`src/sv/dspt_pkg.sv`:
```
`default_nettype none
package dspt_pkg;

   localparam logic [2:0] OP_LOAD   = 3'd0;
   localparam logic [2:0] OP_BUILD  = 3'd1;
   localparam logic [2:0] OP_DELETE = 3'd2;
   localparam logic [2:0] OP_INSERT = 3'd3;
   localparam logic [2:0] OP_UPDATE = 3'd4;
   localparam logic [2:0] OP_READ   = 3'd5;

   localparam logic [1:0] STAT_DONE  = 2'd0;
   localparam logic [1:0] STAT_FULL  = 2'd1;
   localparam logic [1:0] STAT_RANGE = 2'd2;

   localparam logic CSR_VERTEX_COUNT = 1'b0;
   localparam logic CSR_DEPTH_LIMIT  = 1'b1;

   localparam logic [31:0] DIST_INF = 32'hFFFF_FFFF;

   typedef enum logic [5:0] {
      S_INIT_CLR, S_IDLE, S_DECODE, S_DONE, S_LOAD,
      S_B_CLR, S_B_SRC, S_B_SEL_INIT, S_B_SEL_RD, S_B_SEL_CK, S_B_SET_RD, S_B_SET_WR,
      S_B_E_RD, S_B_E_WT, S_B_E_CK,
      S_D_RD, S_D_CK, S_D_FIN, S_D_V, S_D_U,
      S_I_WR, S_I_RA, S_I_RB,
      S_R_RD, S_R_Q,
      S_U_VRD, S_U_VCK, S_U_POP, S_U_X, S_U_C_RD, S_U_C_CK, S_U_DC_RD, S_U_DC_WR,
      S_U_PASS, S_U_CP_RD, S_U_CP_WR, S_U_RV_RD, S_U_RV_CK,
      S_U_E_RD, S_U_E_WT, S_U_C1, S_U_C2
   } ctl_state_type;

   typedef struct packed {
      ctl_state_type step;
      logic          accept;
   } ctl_cmd_type;

   typedef struct packed {
      logic [2:0] op;
      logic       reject;
      logic       clr_last;
      logic       vend;
      logic       cend;
      logic       eend;
      logic       found;
      logic       nbr_ok;
      logic       par_hit;
      logic       del_mark;
      logic       snap_mark;
      logic       qdone;
      logic       change;
      logic       rsp_free;
   } dsp_sts_type;

   // saturating add, all ones stands for unreachable
   function automatic logic [31:0] sat_add(input logic [31:0] d, input logic [15:0] w);
      logic [32:0] s;
      s = {1'b0, d} + {17'b0, w};
      return (s >= {1'b0, DIST_INF}) ? DIST_INF : s[31:0];
   endfunction

endpackage
`default_nettype wire

```
`src/sv/dspt_ctrl.sv`:
```
`default_nettype none
module dspt_ctrl (
   input  wire logic                 clock,
   input  wire logic                 reset,
   input  wire logic                 req_tvalid,
   output logic                      req_tready,
   output dspt_pkg::ctl_cmd_type     cmd,
   input  wire dspt_pkg::dsp_sts_type sts
);
   import dspt_pkg::*;

   ctl_state_type state_ff, state_in;

   always_ff @(posedge clock) begin
      if (reset) begin
         state_ff <= S_INIT_CLR;
      end else begin
         state_ff <= state_in;
      end
   end

   always_comb begin
      state_in = state_ff;
      unique case (state_ff)
         S_INIT_CLR:   if (sts.clr_last) state_in = S_IDLE;
         S_IDLE:       if (req_tvalid) state_in = S_DECODE;
         S_DECODE: begin
            if (sts.reject) begin
               state_in = S_DONE;
            end else begin
               unique case (sts.op)
                  OP_LOAD:   state_in = S_LOAD;
                  OP_BUILD:  state_in = S_B_CLR;
                  OP_DELETE: state_in = S_D_RD;
                  OP_INSERT: state_in = S_I_WR;
                  OP_UPDATE: state_in = S_U_VRD;
                  OP_READ:   state_in = S_R_RD;
                  default:   state_in = S_DONE;
               endcase
            end
         end
         S_DONE:       if (sts.rsp_free) state_in = S_IDLE;
         S_LOAD:       state_in = S_DONE;
         S_B_CLR:      if (sts.clr_last) state_in = S_B_SRC;
         S_B_SRC:      state_in = S_B_SEL_INIT;
         S_B_SEL_INIT: state_in = S_B_SEL_RD;
         S_B_SEL_RD: begin
            if (sts.vend) state_in = sts.found ? S_B_SET_RD : S_DONE;
            else          state_in = S_B_SEL_CK;
         end
         S_B_SEL_CK:   state_in = S_B_SEL_RD;
         S_B_SET_RD:   state_in = S_B_SET_WR;
         S_B_SET_WR:   state_in = S_B_E_RD;
         S_B_E_RD:     state_in = sts.eend ? S_B_SEL_INIT : S_B_E_WT;
         S_B_E_WT:     state_in = sts.nbr_ok ? S_B_E_CK : S_B_E_RD;
         S_B_E_CK:     state_in = S_B_E_RD;
         S_D_RD:       state_in = sts.eend ? S_D_FIN : S_D_CK;
         S_D_CK:       state_in = S_D_RD;
         S_D_FIN:      state_in = S_D_V;
         S_D_V:        state_in = sts.par_hit ? S_DONE : S_D_U;
         S_D_U:        state_in = S_DONE;
         S_I_WR:       state_in = S_I_RA;
         S_I_RA:       state_in = S_I_RB;
         S_I_RB:       state_in = S_DONE;
         S_R_RD:       state_in = S_R_Q;
         S_R_Q:        state_in = S_DONE;
         S_U_VRD:      state_in = sts.vend ? S_U_PASS : S_U_VCK;
         S_U_VCK:      state_in = sts.del_mark ? S_U_POP : S_U_VRD;
         S_U_POP:      state_in = sts.qdone ? S_U_DC_RD : S_U_X;
         S_U_X:        state_in = S_U_C_RD;
         S_U_C_RD:     state_in = sts.cend ? S_U_POP : S_U_C_CK;
         S_U_C_CK:     state_in = S_U_C_RD;
         S_U_DC_RD:    state_in = S_U_DC_WR;
         S_U_DC_WR:    state_in = S_U_VRD;
         S_U_PASS:     state_in = S_U_CP_RD;
         S_U_CP_RD:    state_in = sts.vend ? S_U_RV_RD : S_U_CP_WR;
         S_U_CP_WR:    state_in = S_U_CP_RD;
         S_U_RV_RD: begin
            if (sts.vend) state_in = sts.change ? S_U_PASS : S_DONE;
            else          state_in = S_U_RV_CK;
         end
         S_U_RV_CK:    state_in = sts.snap_mark ? S_U_E_RD : S_U_RV_RD;
         S_U_E_RD:     state_in = sts.eend ? S_U_RV_RD : S_U_E_WT;
         S_U_E_WT:     state_in = sts.nbr_ok ? S_U_C1 : S_U_E_RD;
         S_U_C1:       state_in = S_U_C2;
         S_U_C2:       state_in = S_U_E_RD;
         default:      state_in = S_IDLE;
      endcase
   end

   always_comb begin
      req_tready = (state_ff == S_IDLE);
      cmd.step   = state_ff;
      cmd.accept = (state_ff == S_IDLE) && req_tvalid;
   end
endmodule
`default_nettype wire

```
`config.mk`:
```
export PLATFORM = sky130hd
export DESIGN_NAME = dspt_ctrl
export DESIGN_NICKNAME = d
export VERILOG_FILES = /design/src/sv/dspt_pkg.sv /design/src/sv/dspt_ctrl.sv
export SDC_FILE = /design/constraint.sdc
export NUM_CORES = 1
export LEC_CHECK = 0
export BUFFER_PORTS_ARGS = -buffer_cell sky130_fd_sc_hd__buf_2
export CAP_MARGIN = 0
export CORE_MARGIN = 4
export CORE_UTILIZATION = 35
export DETAILED_ROUTE_END_ITERATION = 8
export GPL_TIMING_DRIVEN = 0
export PLACE_DENSITY = 0.55
export SKIP_LAST_GASP = 1
export SYNTH_ARGS = -nofsm -noshare
export SYNTH_HDL_FRONTEND = slang
export SYNTH_SLANG_ARGS = --single-unit
```
`constraint.sdc`:
```
create_clock -name clock -period 1.43 [get_ports clock]
set_input_delay 0.286 -clock clock [delete_from_list [all_inputs] [get_ports clock]]
set_output_delay 0.286 -clock clock [all_outputs]
set_load 0.005 [all_outputs]
```
## Word level (Yosys, flattened, before mapping)

Cells that the tools add are included.

- Output and inout port bits: 8
- Input port bits: 19
- Register bits after elaboration: 6
- Word-level logic and storage cells: 83

- Equality and inequality tests: 50
- Reduce and logical (&&, ||, !) cells: 9
- Multiplexer cells: 23

Operators by type and width:

| kind | number |
|---|---|
| 6-bit case mux with 35 select lines | 1 |
| 6-bit by 5-bit equality test with 1-bit output, second input constant | 16 |
| 6-bit equality test, second input constant | 10 |
| 6-bit by 4-bit equality test with 1-bit output, second input constant | 8 |
| 6-bit two-way mux | 7 |
| 5-bit case mux with 6 select lines | 1 |
| 6-bit by 3-bit equality test with 1-bit output, second input constant | 4 |
| 4-bit two-way mux | 4 |
| 6-bit by 2-bit equality test with 1-bit output, second input constant | 2 |
| 2-bit two-way mux | 5 |
| 5-bit two-way mux | 2 |
| 2-bit inequality test, second input constant | 4 |
| 2-bit OR reduction | 4 |
| 3-bit by 2-bit equality test with 1-bit output, second input constant | 2 |
| 3-bit equality test, second input constant | 2 |
| 6-bit by 1-bit equality test with 1-bit output, second input constant | 1 |
| 6-bit zero test | 1 |
| 3-bit two-way mux | 2 |
| 4-bit AND reduction | 1 |
| 4-bit OR reduction | 1 |
| 3-bit by 1-bit equality test with 1-bit output, second input constant | 1 |
| 3-bit zero test | 1 |
| 1-bit logical AND | 1 |
| 1-bit two-way mux | 1 |

## Depth between registers and ports, before layout

Gate-level depths: netlist (run 1).

- Word-level depth: 4
- Gate-level depth with buffers: 8

## Worst setup path before layout (run 1)

No wires, ideal clock.

- Path type: flip-flop to flip-flop
- Start: reg state_ff[1]
- End: reg state_ff[0]
- Stages on the path, launching flop included: 7
- Library setup time: 120 ps
- Setup slack: -210 ps
- Period minus slack after synthesis: 1640 ps
- Arrival time: 1520 ps
- Cell sequence: dfxtp_1 > buf_2 > and2b_1 > o2bb2ai_1 > a221o_1 > a311o_1 > o31a_1

- Word-level cells in the longest chain between the ends: 3
- Elaborated cells between the ends (all ways): 53

RTL lines:

| what | RTL line | source |
|---|---|---|
| from (decl) | dspt_ctrl.sv:12 | `ctl_state_type state_ff, state_in;` |
| from (signal assigned) | dspt_ctrl.sv:18 | `state_ff <= state_in;` |
| 6-bit by 5-bit equality test with 1-bit output (tied with other cells) | dspt_ctrl.sv:24 | `unique case (state_ff)` |
| 4-bit OR reduction (no line) (tied with other cells) | - |  |
| 6-bit case mux with 35 select lines / 4-bit AND reduction (equally long branches) | - |  |

Parallel ways exist; a longest one is shown, timed or not.
A chain may end at the register's enable or synchronous reset.

## Worst setup path in the final report (run 1)

- Start: reg state_ff[5]
- End: reg state_ff[0]

Same word-level chain as after synthesis.

==> results.py, run 1 <==
metrics = {
    "power": {
        "switching_share_pct": 38.94,
        "leakage_nw": 0.7601,
        "p_switching_mw": 0.2983,
        "p_int_mw": 0.4678,
        "share_seq_of_total_power_pct": 23.1,
        "power_mw": 0.7661,
        "vdd_drop_max_v": 0.0002649,
        "clkPwrFrac_pct": 20.5,
        "combPwrFrac_pct": 56.4,
        "p_per_area_nw_per_um2": 397.6,
    },
    "worst_setup_path": {
        "critPathMaxFanout": 10,
        "arrival_ns": 1.87,
        "r2r_start": "state_ff[5]",
        "rrSetupSlack_ns": -0.31,
        "ff2ff_path_depth": 6,
        "critPathLaunchType": "register",
        "timing.rr.end": "state_ff[0]",
        "end_kind": "register",
        "worstSetupStartpoint": "state_ff[5]",
        "required_ns": 1.56,
        "critPathKind": "register to register",
    },
    "placement": {
        "post-place-ws_ns": -0.4977,
        "place_congestion": 0.9450,
        "hpwl_mm": 3.598,
        "placed_cells": 248,
        "port-buffer-count": 26,
    },
    "timing": {
        "final_hold_viol_count": 0,
        "worst_slew_pin_slew_ns": 0.4746,
        "drv_slew": 0,
        "setup_viol_count_final": 8,
        "period_needed_ns": 1.743,
        "relSlewSlack_pct": 68.36,
        "fmax_mhz": 573.7,
        "rsz0062_at_grt": "true",
        "finalCritPeriodShare_pct": 121.9,
        "fin_ws_ns": -0.3131,
        "finClkSkew_ns": 0.003584,
    },
    "yosys": {
        "syn_inst": 176,
        "synth-seq-cells": 6,
        "syn_nets": 195,
        "async_flop_share_pct": 0,
        "seq_area_frac_synth_pct": 9.877,
        "ys.flop_type": "dfxtp_1",
        "yosysWarnings": 0,
        "syn_area_um2": 1216,
        "syn_area_per_cell_um2": 6.910,
        "synth-edff-count": 0,
        "synth_cell_type_count": 51,
    },
    "final_layout": {
        "final_cell_count_no_fill": 274,
        "area_growth_pct": 58.44,
        "largest_reg_flops": 6,
        "nets": 249,
        "nFillCells": 312,
        "largest-register": "state_ff",
        "largestRegisters": "state_ff (6)",
        "finish.utilization_pct": 57.74,
        "diodes": 0,
        "drive_above_1_share_pct": 48.68,
    },
    "status": {
        "violations": "negative setup slack",
        "status": "finished with violations",
    },
    "cts": {
        "root_buffer": "clkbuf_4",
        "clk_latency_ns": 0.25,
        "clk_pin_slew_ns": 0.04,
        "htreeDepth": 1,
        "cts_sinks": 6,
        "ctsLongestPathBuffers": 2,
        "cts_made_buffers": 3,
        "cts_tree": "yes",
    },
    "floorplan": {
        "die-width_um": 66.95,
        "die_h_um": 66.95,
        "io-pin-count": 27,
        "rows": 21,
        "die-area_um2": 4482,
        "start_util_pct": 36.45,
        "coreArea_um2": 3337,
    },
    "hold_path": {
        "hold_class": "input pin to register",
        "hold_depth": 2,
        "hp-start": "reset",
        "min_to": "state_ff[5]",
    },
    "global_routing": {
        "grt_pass1_wl_mm": 8.155,
        "grt_max_degree": 12,
        "grt_overflow": 0,
        "grt_usage_pct": 23.56,
        "grt_pass1_vias": 1605,
        "antenna_found_initial": 0,
    },
    "job": {
        "max_cap_violations": 0,
    },
    "drt": {
        "final_antenna_net_count": 0,
        "vias_per_cell": 6.573,
        "drt-pass1-iter-count": 5,
        "route.detailed.drc": 0,
        "initialDrtViolationCount": 282,
        "via_count": 1801,
        "drt_wl_total_mm": 5.528,
        "wl_per_cell_um": 20.18,
    },
}
## kinds of logic after synthesis
kind of cell,count (synthesis),synth area share (%)
AO/OA/AOI/OAI,54,32.72
XOR/XNOR,2,1.441
buffers and inverters,18,9.259
flip-flops,6,9.877
multiplexers,5,4.218
AND/OR/NAND/NOR,91,42.49
## layer usage
metal | routed length, um | global-route usage (%) | part of all wire, %
met5 | 0 | 0 | 0
met2 | 2601 | 38.74 | 47
met4 | 189 | 7.089 | 3.4
met3 | 569 | 4.384 | 10
met1 | 2167 | 30.87 | 39
## critical path: stages (launching register included)
cell and delay, ns:
dfxtp_4 0.41, buf_8 0.17, nand3b_1 0.20, nor2_2 0.10, and2_1 0.17, a211o_1 0.27, o31a_1 0.31
## cell usage in the layout (no fill, tap or decap), drive strengths merged, types with 2 or more instances in the layout
master	netlist	layout
and3	2	2
a211oi	4	4
nor3b	3	3
a211o	2	2
mux2i	4	4
nor4	5	5
a21o	2	2
nand2b	10	10
nor4b	2	2
clkbuf	2	8
inv	2	2
o31a	2	2
a311oi	4	4
a31oi	3	3
nand2	15	15
o21ai	9	9
a21oi	6	6
nor2	15	16
nor2b	11	11
buf	14	59
o22ai	3	3
and2	3	3
nor3	4	4
o211ai	3	3
dfxtp	6	6
a32oi	2	2
o2bb2ai	4	4
nand3b	3	3
nand3	11	11
and2b	2	2
## timing repair
item | in CTS | in global routing
hold buffers | 0 | 0
gates cloned | 2 | 1
hold endpoints to repair | 0 | 0
gates resized for setup | 38 | 27
endpoints found under the setup margin | 8 | 8
pin swaps | 9 | 13
buffers inserted | 6 | 15
## cell type report
type                    instances  area (um2)  share of cell area [%]
well taps                      46       57.56                   2.987
repair buffers                 49       334.1                   17.34
plain buffers                  15       182.7                   9.480
inverters                       2       7.507                  0.3896
multi-input cells             153        1185                   61.49
flip-flops and latches          6       137.6                   7.143
clock buffers                   3       22.52                   1.169
## synth_stat cells (all sizes together) (2+ instances only)
cell type | n | area share (%)
o31a | 2 | 1.4
dfxtp | 6 | 9.9
o21ai | 9 | 3.7
clkbuf | 2 | 0.62
a31oi | 3 | 1.5
a211oi | 4 | 2.5
a211o | 2 | 1.4
inv | 2 | 0.62
a21oi | 6 | 2.5
nor3 | 4 | 1.6
nand3 | 11 | 4.5
a311oi | 4 | 2.9
nor3b | 3 | 1.9
nand2 | 15 | 4.6
mux2i | 4 | 3.3
o2bb2ai | 4 | 2.9
o211ai | 3 | 2.3
nand2b | 10 | 5.1
and2b | 2 | 1.2
nor4 | 5 | 2.6
nor2b | 11 | 5.7
nor4b | 2 | 2.5
o22ai | 3 | 1.5
a32oi | 2 | 1.4
nor2 | 15 | 4.6
a21o | 2 | 1.2
nand3b | 3 | 1.9
buf | 14 | 8.0
and3 | 2 | 1.0
and2 | 3 | 1.5
## worst max-delay path by stage
stage                        endpoint  slack [ns]
after CTS                      cmd[0]       -0.26
final                     state_ff[0]       -0.31
after global routing           cmd[0]       -0.35
after detailed placement  state_ff[0]       -0.50
after global placement    state_ff[0]       -0.49
after floorplan           state_ff[0]       -0.16
## power by group through the flow
stage                     clock network, mW  logic, mW  registers [mW]
after floorplan                           0      0.191           0.185
after global placement                    0      0.297           0.184
after detailed placement                  0      0.298           0.185
after CTS                             0.162      0.359           0.178
after global routing                  0.170      0.461           0.177
final                                 0.157      0.432           0.177
## metrics by stage
step	area, um2	TNS (ns)	hold slack [ns]
2_1_floorplan	1267	-0.2099	0.3507
3_3_place_gp	1455	-2.618	0.5629
3_5_place_dp	1455	-2.564	0.5634
4_1_cts	1675	-1.492	0.3055
5_1_grt	1927	-2.234	0.3101
6_report	1927	-1.934	0.3147
Power figures use the tool's default switching activity.
==> inputs of run 2 (changes only) <==
Settings changed: PLACE_DENSITY 0.55 to 0.53.
Clock period 1.43 ns to 2.1 ns, I/O delays scaled along.
==> results.py, run 2 (synthesized netlist as in run 1, its figures left out) <==
metrics = {
    "status": {
        "status": "finished, final reports clean",
    },
    "timing": {
        "drv_slew": 0,
        "finClkSkew_ns": 0.005718,
        "tns_ns": 0,
        "relSlewSlack_pct": 64.11,
        "period_needed_ns": 1.990,
        "setup_viol_count_final": 0,
        "fmax_mhz": 502.5,
        "worst_slew_pin_slew_ns": 0.5370,
        "rsz0062_at_grt": "false",
        "fin_ws_ns": 0.1100,
        "final_hold_viol_count": 0,
        "finalCritPeriodShare_pct": 94.76,
    },
    "floorplan": {
        "die_h_um": 66.95,
        "coreArea_um2": 3337,
        "die-width_um": 66.95,
        "start_util_pct": 36.45,
        "die-area_um2": 4482,
        "io-pin-count": 27,
        "rows": 21,
    },
    "final_layout": {
        "drive_above_1_share_pct": 25.37,
        "finish.utilization_pct": 43.16,
        "largest-register": "state_ff",
        "nFillCells": 362,
        "largestRegisters": "state_ff (6)",
        "layout_common_cells": "31 x buf_2, 15 x nand2_1, 14 x nor2_1",
        "largest_reg_flops": 6,
        "area_growth_pct": 18.42,
        "final_common_cell": "buf_2",
        "diodes": 0,
        "nets": 226,
    },
    "cts": {
        "cts_setup_buffers": 0,
        "ctsLongestPathBuffers": 2,
        "clk_pin_slew_ns": 0.04,
        "cts_resized": 0,
        "cts_made_buffers": 3,
        "htreeDepth": 1,
        "cts_hold_buf": 0,
        "cts_tree": "yes",
        "clk_latency_ns": 0.25,
        "root_buffer": "clkbuf_4",
        "cts_sinks": 6,
    },
    "drt": {
        "initialDrtViolationCount": 190,
        "wl_per_cell_um": 17.90,
        "route.detailed.drc": 0,
        "via_count": 1521,
        "drt-pass1-iter-count": 5,
        "vias_per_cell": 6.060,
        "drt_wl_total_mm": 4.493,
        "final_antenna_net_count": 0,
    },
    "power": {
        "p_per_area_nw_per_um2": 299.3,
        "leakage_nw": 0.5614,
        "vdd_drop_max_v": 0.0002372,
        "power_mw": 0.4311,
    },
    "worst_setup_path": {
        "critPathMaxFanout": 10,
        "critPathLaunchType": "register",
        "arrival_ns": 1.57,
        "required_ns": 1.68,
        "end_kind": "primary output",
        "critPathKind": "register to primary output",
    },
    "global_routing": {
        "grt_overflow": 0,
        "grt_pass1_vias": 1474,
        "antenna_found_initial": 0,
        "grt_pass1_wl_mm": 7.445,
        "grt_max_degree": 11,
        "grt_usage_pct": 21.65,
    },
    "placement": {
        "place_congestion": 0.9490,
        "hpwl_mm": 3.446,
        "post-place-ws_ns": 0.1269,
        "port-buffer-count": 26,
    },
    "hold_path": {
        "hold_class": "input pin to register",
    },
    "job": {
        "max_cap_violations": 0,
    },
}
-- run 2: cell types whose count changed in the layout (fill, tap and decap cells not counted), moves of 4 or more --
cell | previous run | this run
o21ai_0 | 5 | 9
dfxtp_1 | 0 | 6
buf_8 | 5 | 0
nor2_2 | 5 | 1
nor2b_1 | 6 | 11
buf_2 | 27 | 31
buf_4 | 20 | 6
nor2b_2 | 4 | 0
dfxtp_4 | 4 | 0
nor2_1 | 8 | 14
-- run 2: metal layers --
metal  part of all wire, %  vias to the layer above  routed length (um)  track usage, %
li1                      -                      726                   -               -
met3                    13                       13                 574           5.902
met1                    40                      676                1797           29.40
met4                   2.9                        0                 132           6.076
met2                    44                      106                1988           33.17
met5                     0                        -                   0               0
-- run 2: power breakdown --
group | internal [mW] | switching, mW
registers | 0.119 | 0.00457
clock network | 0.0645 | 0.0400
logic | 0.0807 | 0.122
-- run 2: critical path, stage by stage (launching register included) --
cell,delay (ns)
dfxtp_1,0.38
buf_4,0.21
clkbuf_4,0.22
and2b_2,0.23
and3_1,0.17
buf_2,0.11
-- run 2: area by class of cell --
type | instances | area, um2 | area share (%)
Multi-Input combinational cell | 152 | 993.5 | 68.98
Timing Repair Buffer | 26 | 130.1 | 9.036
Sequential cell | 6 | 120.1 | 8.341
Buffer | 16 | 108.9 | 7.559
Tap cell | 46 | 57.56 | 3.997
Clock buffer | 3 | 22.52 | 1.564
Inverter | 2 | 7.507 | 0.5213
-- run 2: worst paths after layout --
| kind | from | end | slack (ns) | cells after the start |
|---|---|---|---|---|
| max | state_ff[0] | cmd[0] | 0.11 | 5 |
| min | reset | state_ff[5] | 0.46 | 2 |
| max reg2reg | state_ff[5] | state_ff[1] | 0.22 | 6 |
| min reg2reg | state_ff[3] | state_ff[2] | 0.89 | 3 |
-- run 2: stage by stage --
stage | hold slack (ns) | instance area, um2 | cells
3_3_place_gp | 0.7053 | 1404 | 248
5_1_grt | 0.4491 | 1440 | 251
6_report | 0.4624 | 1440 | 251
2_1_floorplan | 0.4894 | 1216 | 176
4_1_cts | 0.4507 | 1426 | 251
3_5_place_dp | 0.7080 | 1404 | 248
